===== config.mk =====
export PLATFORM = sky130hd
export DESIGN_NAME = motor_endstop_calibrator_unit
export DESIGN_NICKNAME = d
export VERILOG_FILES = /design/src/sv/mec_pkg.sv /design/src/sv/mec_regs.sv /design/src/sv/mec_ctrl.sv /design/src/sv/mec_dp.sv /design/src/sv/motor_endstop_calibrator_unit.sv
export SDC_FILE = /design/constraint.sdc
export NUM_CORES = 2
export LEC_CHECK = 0
export BUFFER_PORTS_ARGS = -buffer_cell sky130_fd_sc_hd__buf_2
export CAP_MARGIN = 10
export CORE_MARGIN = 4
export CORE_UTILIZATION = 54
export CTS_CLUSTER_SIZE = 20
export DETAILED_ROUTE_END_ITERATION = 8
export GPL_TIMING_DRIVEN = 0
export PLACE_DENSITY = 0.77
export REMOVE_ABC_BUFFERS = 1
export SYNTH_ARGS = -nofsm -noshare
export SYNTH_HDL_FRONTEND = slang
export SYNTH_HIERARCHICAL = 1
export SYNTH_SLANG_ARGS = --single-unit

===== constraint.sdc =====
create_clock -name clk_i -period 14.45 [get_ports clk_i]
set_input_delay 0.7225 -clock clk_i [delete_from_list [all_inputs] [get_ports clk_i]]
set_output_delay 0.7225 -clock clk_i [all_outputs]
set_load 0.05 [all_outputs]

===== src/sv/mec_pkg.sv =====
// Shared types and constants for the motor end-stop calibrator.
// Request and response payloads, op, phase and command codes, register map.
// No dependencies.
package mec_pkg;

  localparam int PortCountDefault = 4;

  localparam int CfgAddrW = 4;
  localparam int CfgDataW = 32;

  typedef enum logic [1:0] {
    REG_SETTLE_TICKS  = 2'd0,
    REG_LIMIT_MARGIN  = 2'd1,
    REG_SWEEP_SPEED   = 2'd2,
    REG_SWEEP_TIME_MS = 2'd3
  } reg_idx_e;

  localparam logic [7:0]  SettleTicksReset = 8'd5;
  localparam logic [9:0]  LimitMarginReset = 10'd20;
  localparam logic [6:0]  SweepSpeedReset  = 7'd70;
  localparam logic [15:0] SweepTimeReset   = 16'd300;
  localparam logic [6:0]  SpeedMax         = 7'd100;
  localparam logic signed [7:0] PosCmdSpeed = 8'sd100;

  localparam logic [2:0] OP_REPORT = 3'd0;
  localparam logic [2:0] OP_TICK   = 3'd1;
  localparam logic [2:0] OP_START  = 3'd2;
  localparam logic [2:0] OP_RESET  = 3'd3;
  localparam logic [2:0] OP_STEER  = 3'd4;

  localparam logic [2:0] PH_INIT  = 3'd0;
  localparam logic [2:0] PH_READY = 3'd1;
  localparam logic [2:0] PH_START = 3'd2;
  localparam logic [2:0] PH_NEG   = 3'd3;
  localparam logic [2:0] PH_POS   = 3'd4;
  localparam logic [2:0] PH_DONE  = 3'd5;
  localparam logic [2:0] PH_NONE  = 3'd6;

  localparam logic [1:0] CMD_NONE  = 2'd0;
  localparam logic [1:0] CMD_TIMED = 2'd1;
  localparam logic [1:0] CMD_ABS   = 2'd2;

  localparam logic signed [7:0] DIR_LEFT   = -8'sd1;
  localparam logic signed [7:0] DIR_CENTER = 8'sd0;
  localparam logic signed [7:0] DIR_RIGHT  = 8'sd1;

  typedef struct packed {
    logic [2:0]         op;
    logic [1:0]         port;
    logic               is_tacho;
    logic signed [31:0] position;
    logic signed [7:0]  direction;
  } req_t;

  typedef struct packed {
    logic [1:0]         cmd_kind;
    logic [1:0]         cmd_port;
    logic signed [7:0]  cmd_speed;
    logic [15:0]        cmd_time_ms;
    logic signed [31:0] cmd_angle;
    logic               ok;
    logic [2:0]         port_state;
  } rsp_t;

  typedef struct packed {
    logic [7:0]  settle_ticks;
    logic [9:0]  limit_margin;
    logic [6:0]  sweep_speed;
    logic [15:0] sweep_time_ms;
  } cfg_t;

  typedef struct packed {
    logic load_in;
    logic read_en;
    logic calc_en;
  } dp_cmd_t;

endpackage


===== src/sv/mec_regs.sv =====
// APB configuration registers of the motor end-stop calibrator.
// Depends on mec_pkg for the register map and cfg_t.
module mec_regs import mec_pkg::*; (
  input  logic                clk_i,
  input  logic                rst_ni,
  input  logic                psel,
  input  logic                penable,
  input  logic                pwrite,
  input  logic [CfgAddrW-1:0] paddr,
  input  logic [CfgDataW-1:0] pwdata,
  output logic [CfgDataW-1:0] prdata,
  output logic                pready,
  output cfg_t                cfg_o
);

  cfg_t     cfg_q;
  reg_idx_e idx;

  assign idx    = reg_idx_e'(paddr[3:2]);
  assign pready = 1'b1;
  assign cfg_o  = cfg_q;

  always_ff @(posedge clk_i or negedge rst_ni) begin
    if (!rst_ni) begin
      cfg_q.settle_ticks  <= SettleTicksReset;
      cfg_q.limit_margin  <= LimitMarginReset;
      cfg_q.sweep_speed   <= SweepSpeedReset;
      cfg_q.sweep_time_ms <= SweepTimeReset;
    end else if (psel && penable && pwrite) begin
      case (idx)
        REG_SETTLE_TICKS:  cfg_q.settle_ticks  <= pwdata[7:0];
        REG_LIMIT_MARGIN:  cfg_q.limit_margin  <= pwdata[9:0];
        REG_SWEEP_SPEED:   cfg_q.sweep_speed   <= pwdata[6:0];
        REG_SWEEP_TIME_MS: cfg_q.sweep_time_ms <= pwdata[15:0];
        default: ;
      endcase
    end
  end

  always_comb begin
    case (idx)
      REG_SETTLE_TICKS:  prdata = {24'd0, cfg_q.settle_ticks};
      REG_LIMIT_MARGIN:  prdata = {22'd0, cfg_q.limit_margin};
      REG_SWEEP_SPEED:   prdata = {25'd0, cfg_q.sweep_speed};
      REG_SWEEP_TIME_MS: prdata = {16'd0, cfg_q.sweep_time_ms};
      default:           prdata = '0;
    endcase
  end

endmodule


===== src/sv/mec_ctrl.sv =====
// Sequencing controller of the motor end-stop calibrator.
// Steps each request through capture, state read and compute; owns both handshakes.
// Depends on mec_pkg for dp_cmd_t.
module mec_ctrl import mec_pkg::*; (
  input  logic    clk_i,
  input  logic    rst_ni,
  input  logic    in_valid_i,
  output logic    in_ready_o,
  output logic    out_valid_o,
  input  logic    out_ready_i,
  output dp_cmd_t cmd_o
);

  typedef enum logic [1:0] {
    S_IDLE,
    S_READ,
    S_CALC
  } state_e;

  state_e state_q, state_d;
  logic   out_valid_q, out_valid_d;
  logic   out_free;

  assign in_ready_o  = (state_q == S_IDLE);
  assign out_valid_o = out_valid_q;
  assign out_free    = !out_valid_q || out_ready_i;

  always_comb begin
    state_d     = state_q;
    out_valid_d = out_valid_q && !out_ready_i;
    cmd_o       = '0;
    case (state_q)
      S_IDLE: begin
        if (in_valid_i) begin
          cmd_o.load_in = 1'b1;
          state_d       = S_READ;
        end
      end
      S_READ: begin
        cmd_o.read_en = 1'b1;
        state_d       = S_CALC;
      end
      S_CALC: begin
        if (out_free) begin
          cmd_o.calc_en = 1'b1;
          out_valid_d   = 1'b1;
          state_d       = S_IDLE;
        end
      end
      default: state_d = S_IDLE;
    endcase
  end

  always_ff @(posedge clk_i or negedge rst_ni) begin
    if (!rst_ni) begin
      state_q     <= S_IDLE;
      out_valid_q <= 1'b0;
    end else begin
      state_q     <= state_d;
      out_valid_q <= out_valid_d;
    end
  end

endmodule


===== src/sv/mec_dp.sv =====
// Datapath of the motor end-stop calibrator: per-port state table,
// limit arithmetic and the response register. Depends on mec_pkg.
module mec_dp import mec_pkg::*; #(
  parameter int PORT_COUNT = PortCountDefault
) (
  input  logic    clk_i,
  input  logic    rst_ni,
  input  dp_cmd_t cmd_i,
  input  cfg_t    cfg_i,
  input  req_t    in_req_i,
  output rsp_t    out_rsp_o
);

  localparam int IdxW = (PORT_COUNT > 1) ? $clog2(PORT_COUNT) : 1;

  req_t req_q;
  rsp_t rsp_q, rsp_d;

  logic [2:0]         phase_q [PORT_COUNT];
  logic signed [31:0] last_q  [PORT_COUNT];
  logic signed [31:0] left_q  [PORT_COUNT];
  logic signed [31:0] right_q [PORT_COUNT];
  logic [7:0]         wait_q  [PORT_COUNT];

  logic [IdxW+1:0] port_ext;
  logic [IdxW-1:0] idx;
  logic            port_ok;

  logic [2:0]         rd_phase_q;
  logic signed [31:0] rd_last_q, rd_left_q, rd_right_q;
  logic [7:0]         rd_wait_q;
  logic [32:0]        sum_q;
  logic [31:0]        plus_q, minus_q;
  logic               lt_left_q, gt_right_q, wait_lt_q;

  logic [32:0] sum_d, plus_w, minus_w;

  logic [2:0]         n_phase;
  logic signed [31:0] n_last, n_left, n_right;
  logic [7:0]         n_wait;
  logic [6:0]         speed_sat;
  logic signed [7:0]  speed_pos, speed_neg;
  logic [32:0]        mean_w;
  logic signed [31:0] mean;

  assign port_ext = {{IdxW{1'b0}}, req_q.port};
  assign idx      = port_ext[IdxW-1:0];
  assign port_ok  = ({30'd0, req_q.port} < 32'(PORT_COUNT));

  always_ff @(posedge clk_i) begin
    if (cmd_i.load_in) begin
      req_q <= in_req_i;
    end
  end

  // read stage: fetch the port entry and precompute limit arithmetic
  assign sum_d   = {left_q[idx][31], left_q[idx]} + {right_q[idx][31], right_q[idx]};
  assign plus_w  = {last_q[idx][31], last_q[idx]} + {23'd0, cfg_i.limit_margin};
  assign minus_w = {last_q[idx][31], last_q[idx]} - {23'd0, cfg_i.limit_margin};

  always_ff @(posedge clk_i) begin
    if (cmd_i.read_en) begin
      rd_phase_q <= phase_q[idx];
      rd_last_q  <= last_q[idx];
      rd_left_q  <= left_q[idx];
      rd_right_q <= right_q[idx];
      rd_wait_q  <= wait_q[idx];
      sum_q      <= sum_d;
      plus_q     <= (plus_w[32] != plus_w[31]) ?
                    (plus_w[32] ? 32'h8000_0000 : 32'h7FFF_FFFF) : plus_w[31:0];
      minus_q    <= (minus_w[32] != minus_w[31]) ?
                    (minus_w[32] ? 32'h8000_0000 : 32'h7FFF_FFFF) : minus_w[31:0];
      lt_left_q  <= last_q[idx] < left_q[idx];
      gt_right_q <= last_q[idx] > right_q[idx];
      wait_lt_q  <= wait_q[idx] < cfg_i.settle_ticks;
    end
  end

  // compute stage
  assign speed_sat = (cfg_i.sweep_speed > SpeedMax) ? SpeedMax : cfg_i.sweep_speed;
  assign speed_pos = {1'b0, speed_sat};
  assign speed_neg = 8'sd0 - speed_pos;
  assign mean_w    = sum_q + {32'd0, sum_q[32]};
  assign mean      = mean_w[32:1];

  always_comb begin
    n_phase = rd_phase_q;
    n_last  = rd_last_q;
    n_left  = rd_left_q;
    n_right = rd_right_q;
    n_wait  = rd_wait_q;
    rsp_d   = '0;
    rsp_d.cmd_port = req_q.port;
    case (req_q.op)
      OP_REPORT: begin
        if (req_q.is_tacho) begin
          n_last = req_q.position;
          if (rd_phase_q == PH_INIT) begin
            n_phase = PH_READY;
          end
        end else begin
          n_phase = PH_NONE;
        end
      end
      OP_TICK: begin
        if (rd_phase_q == PH_NONE || rd_phase_q == PH_DONE) begin
          rsp_d.ok = 1'b1;
        end else if (wait_lt_q) begin
          n_wait = rd_wait_q + 8'd1;
        end else begin
          n_wait = 8'd0;
          case (rd_phase_q)
            PH_START: begin
              n_phase           = PH_NEG;
              n_left            = plus_q;
              rsp_d.cmd_kind    = CMD_TIMED;
              rsp_d.cmd_speed   = speed_neg;
              rsp_d.cmd_time_ms = cfg_i.sweep_time_ms;
            end
            PH_NEG: begin
              rsp_d.cmd_kind    = CMD_TIMED;
              rsp_d.cmd_time_ms = cfg_i.sweep_time_ms;
              if (lt_left_q) begin
                rsp_d.cmd_speed = speed_neg;
                n_left          = rd_last_q;
              end else begin
                rsp_d.cmd_speed = speed_pos;
                n_right         = minus_q;
                n_phase         = PH_POS;
              end
            end
            PH_POS: begin
              if (gt_right_q) begin
                rsp_d.cmd_kind    = CMD_TIMED;
                rsp_d.cmd_speed   = speed_pos;
                rsp_d.cmd_time_ms = cfg_i.sweep_time_ms;
                n_right           = rd_last_q;
              end else begin
                n_phase         = PH_DONE;
                rsp_d.ok        = 1'b1;
                rsp_d.cmd_kind  = CMD_ABS;
                rsp_d.cmd_speed = PosCmdSpeed;
              end
            end
            default: ;
          endcase
        end
      end
      OP_START: begin
        if (rd_phase_q == PH_READY) begin
          n_phase  = PH_START;
          rsp_d.ok = 1'b1;
        end
      end
      OP_RESET: begin
        n_phase = PH_INIT;
        n_last  = '0;
        n_left  = '0;
        n_right = '0;
        n_wait  = '0;
      end
      OP_STEER: begin
        rsp_d.cmd_kind  = CMD_ABS;
        rsp_d.cmd_speed = PosCmdSpeed;
        if (req_q.direction == DIR_LEFT) begin
          rsp_d.cmd_angle = rd_left_q;
        end else if (req_q.direction == DIR_RIGHT) begin
          rsp_d.cmd_angle = rd_right_q;
        end else if (req_q.direction == DIR_CENTER) begin
          rsp_d.cmd_angle = mean;
        end
      end
      default: ;
    endcase
    rsp_d.port_state = n_phase;
    if (!port_ok) begin
      rsp_d          = '0;
      rsp_d.cmd_port = req_q.port;
    end
  end

  always_ff @(posedge clk_i or negedge rst_ni) begin
    if (!rst_ni) begin
      for (int i = 0; i < PORT_COUNT; i++) begin
        phase_q[i] <= PH_INIT;
        last_q[i]  <= '0;
        left_q[i]  <= '0;
        right_q[i] <= '0;
        wait_q[i]  <= '0;
      end
    end else if (cmd_i.calc_en && port_ok) begin
      phase_q[idx] <= n_phase;
      last_q[idx]  <= n_last;
      left_q[idx]  <= n_left;
      right_q[idx] <= n_right;
      wait_q[idx]  <= n_wait;
    end
  end

  always_ff @(posedge clk_i) begin
    if (cmd_i.calc_en) begin
      rsp_q <= rsp_d;
    end
  end

  assign out_rsp_o = rsp_q;

endmodule


===== src/sv/motor_endstop_calibrator_unit.sv =====
// Motor end-stop calibrator: one response per request, for up to PORT_COUNT motor ports.
// Each request passes capture, read of the port's state entry with the limit sums, then
// compute and write back; the single port state table is read-modify-written, so a new
// request waits for write back. The response sits in an output register, so the next
// request is taken while it waits. Reset clears all port state at once. Configuration
// goes through the APB port; writing it only while the block is idle is up to the user.
module motor_endstop_calibrator_unit import mec_pkg::*; #(
  parameter int PORT_COUNT = PortCountDefault
) (
  input  logic                clk_i,
  input  logic                rst_ni,
  input  logic                in_valid_i,
  output logic                in_ready_o,
  input  req_t                in_req_i,
  output logic                out_valid_o,
  input  logic                out_ready_i,
  output rsp_t                out_rsp_o,
  input  logic                psel,
  input  logic                penable,
  input  logic                pwrite,
  input  logic [CfgAddrW-1:0] paddr,
  input  logic [CfgDataW-1:0] pwdata,
  output logic [CfgDataW-1:0] prdata,
  output logic                pready
);

  cfg_t    cfg;
  dp_cmd_t dp_cmd;

  mec_regs u_regs (
    .clk_i   (clk_i),
    .rst_ni  (rst_ni),
    .psel    (psel),
    .penable (penable),
    .pwrite  (pwrite),
    .paddr   (paddr),
    .pwdata  (pwdata),
    .prdata  (prdata),
    .pready  (pready),
    .cfg_o   (cfg)
  );

  mec_ctrl u_ctrl (
    .clk_i       (clk_i),
    .rst_ni      (rst_ni),
    .in_valid_i  (in_valid_i),
    .in_ready_o  (in_ready_o),
    .out_valid_o (out_valid_o),
    .out_ready_i (out_ready_i),
    .cmd_o       (dp_cmd)
  );

  mec_dp #(
    .PORT_COUNT (PORT_COUNT)
  ) u_dp (
    .clk_i     (clk_i),
    .rst_ni    (rst_ni),
    .cmd_i     (dp_cmd),
    .cfg_i     (cfg),
    .in_req_i  (in_req_i),
    .out_rsp_o (out_rsp_o)
  );

endmodule


==> flow_summary_export.csv <==
group,metric,value,unit
worst_setup_path,cp-end-kind,"register",
drt,viasPerCell,6.18,
cells_and_area,antenna_cells,0,
floorplan,num_rows,97,
sta,finalCritPeriodShare,38.7,%
worst_setup_path,path_class,"reg -> reg",
drt,vias,27700,
floorplan,die_area,74800,um^2
clocking,clock_path_buffers,3,
global_route,grtUsageTotal,26.6,%
sta,grt_setup_unrepaired,"false",
drt,drc_errors,0,
sta,fmax,0.179,GHz
clocking,cts_tree,"yes",
drt,routedWlPerCell,22.2,um
synth,async_reset_ff_share,59.8,%
synth,synthFlopType,"dfrtp_1",
sta,worst_pin_slew,1340,ps
synth,syn_avg_cell_area,11.2,um^2
clocking,numCtsBuffers,81,
global_route,grt_antenna_before_repair,1,
run_status,outcome,"complete, no violations",
synth,synth_top_area_share,30.3,%
drt,ant_nets,0,
placement,dp_hpwl,69.1,mm
clocking,ctsHtreeMaxLevel,3,
cells_and_area,nNetsFinal,3693,
synth,synth_top_cells_by_area,"dfrtp_1 30%, edfxtp_1 25%, o21ai_0 6.7%",
worst_setup_path,cp_max_fo,29,
global_route,grt_pass1_vias,27100,
placement,gp_congestion,0.913,
clocking,post_cts_buffers,0,
floorplan,design.core.area,69900,um^2
sta,finalSetupViolCount,0,
synth,synth.largest_area_cell,"dfrtp_1",
sta,skew,22.7,ps
clocking,cts_resized,0,
sta,fin_crit,5590,ps
synth,synth_edf_count,317,
global_route,grt_max_degree,122,
clocking,clockRootBuffer,"clkbuf_16",
clocking,cts_hold_buf,0,
cells_and_area,area_delta_synth_final,14.1,%
clocking,clk_latency,620,ps
pwr,p_per_area,226,nW/um^2
synth,syn_area,38100,um^2
synth,syn_inst,3385,
synth,yosysUniqueCellTypes,84,
drt,firstDrtPassIters,9,
floorplan,chipHeight,273,um
global_route,grt_pass1_wl,155,mm
sta,timing.hold.ws,11.9,ps
worst_setup_path,critical_path.startpoint_type,"register",
drt,drt_iter0_drc,3448,
placement,io_buffers,152,
run,drv_cap,0,
synth,yosysWarnings,6,
drt,wl,99.7,mm
cells_and_area,nFillCells,5338,
global_route,gr-total-overflow,0,
sta,final_max_slew_viol_count,0,
pwr,ir_drop,0.113,mV
floorplan,boundaryPins,188,
pwr,p_leak,0.0181,uW
sta,relSlewSlack,10.5,%
synth,ys_seq_elements,789,
floorplan,die_w,273,um
worst_setup_path,required,14740,ps
sta,finalHoldViolCount,0,
sta,fin_tns_setup,0,ps
floorplan,start_util,54.4,%
pwr,p_total,9830,uW
synth,seq_area_frac_synth,56.1,%
hold_path,holdCritPathClass,"in -> async",
clocking,clkSinkCount,789,
cells_and_area,fin_util,62.1,%
cells_and_area,drive_gt1_share,16.3,%
clocking,clkTransAtPathRegs,60,ps
worst_setup_path,worst_ep_arrival_time,5870,ps
-- metrics by stage --
step           instance area [um^2]  std cells  worst slack, ps
3_5_place_dp                  40700       4333             8880
2_1_floorplan                 37100       3171             4000
5_1_grt                       43400       4483             8670
6_report                      43400       4483             8860
4_1_cts                       43400       4483             8840
3_3_place_gp                  39000       4263            -3430
-- where the power goes --
| group | total (uW) | switching (uW) | leakage [uW] | internal, uW |
|---|---|---|---|---|
| Combinational | 3780 | 2260 | 0.00776 | 1520 |
| Clock | 2130 | 874 | 0.00135 | 1260 |
| Sequential | 3920 | 515 | 0.00894 | 3410 |
-- cell families (layout without fill, tap and decap cells) --
family	count (synthesis)	after routing	share of synthesized area, %
other	2	17	0.0197
multiplexers	162	162	8.30
adder cells (fa/ha/maj)	128	128	4.27
AO/OA/AOI/OAI	905	905	13.8
AND/OR/NAND/NOR	950	950	11.2
buffers and inverters	337	480	3.75
XOR/XNOR	112	112	2.58
flip-flops	789	789	56.1
-- state kept, by name, summed over array words and instances, names as in the netlist, 33 cells and up --
register        count
u_dp/req_q         44
u_dp/right_q      128
u_dp/left_q       128
u_regs/cfg_o       41
u_dp/out_rsp_o     64
u_dp/sum_q         33
u_dp/last_q       128
-- cells in the final DEF (no fill, tap or decap), drive strengths merged, types with 32 or more instances in the layout --
cell and n:
dfrtp 461, edfxtp 317, inv 109, xor2 47, mux4 114, a22oi 108
ha 125, a21o 32, o21ai 512, a21oi 155, xnor2 65, nand2 521
mux2 42, nand3 37, clkbuf 114, buf 222, nor2 192
-- cells in the mapped netlist (all sizes together) (49+ instances only) --
master,number
dfrtp,461
mux4,114
a21oi,155
a22oi,108
o21ai,512
nor2,192
nand2,521
clkbuf,180
xnor2,65
ha,125
edfxtp,317
inv,108
buf,49
-- critical path: stages, from the launching register on --
cell      delay [ps]
edfxtp_1         500
buf_16           210
buf_16           180
mux4_2           640
ha_1             440
nand2b_1         100
o311ai_0         230
a221oi_1         440
o41ai_1          170
o21ai_1          780
mux2i_1          300
nand2_1          890
o311ai_0         360
-- layer usage --
metal	vias up	part of all wire, %	routed length (um)	track usage (%)
met2	1351	47	47000	42.6
met5	-	0.013	13	0
li1	12400	-	-	-
met1	13700	40	40400	37.0
met4	2	3.3	3340	9.61
met3	217	9.0	8970	4.72
-- path summary, 6_finish.rpt --
path	startpoint	endpoint	slack (ps)	depth (start not counted)
setup / recovery	u_dp/idx[0]	u_dp/plus_q[28]	8860	12
hold / removal	rst_ni	u_dp/last_q[18]	10	1
setup reg to reg	u_dp/idx[0]	u_dp/plus_q[28]	8860	12
hold reg to reg	u_dp/last_q[61]	u_dp/last_q[61]	480	2
max in group asynchronous	rst_ni	u_regs/cfg_o[34]	12550	4
min in group clk_i	in_req_i[34]	u_dp/req_q[34]	280	1
-- layout make-up --
| cell class | count | area (um^2) | area share [%] |
|---|---|---|---|
| sequential | 789 | 21300 | 49.2 |
| multi-input combinational | 2274 | 15400 | 35.6 |
| clock buffer | 114 | 2410 | 5.55 |
| timing repair buffer | 222 | 2300 | 5.30 |
| tap | 940 | 1180 | 2.71 |
| inverter | 108 | 405 | 0.934 |
| clock inverter | 36 | 333 | 0.767 |
(Power assumes the default switching activity.)
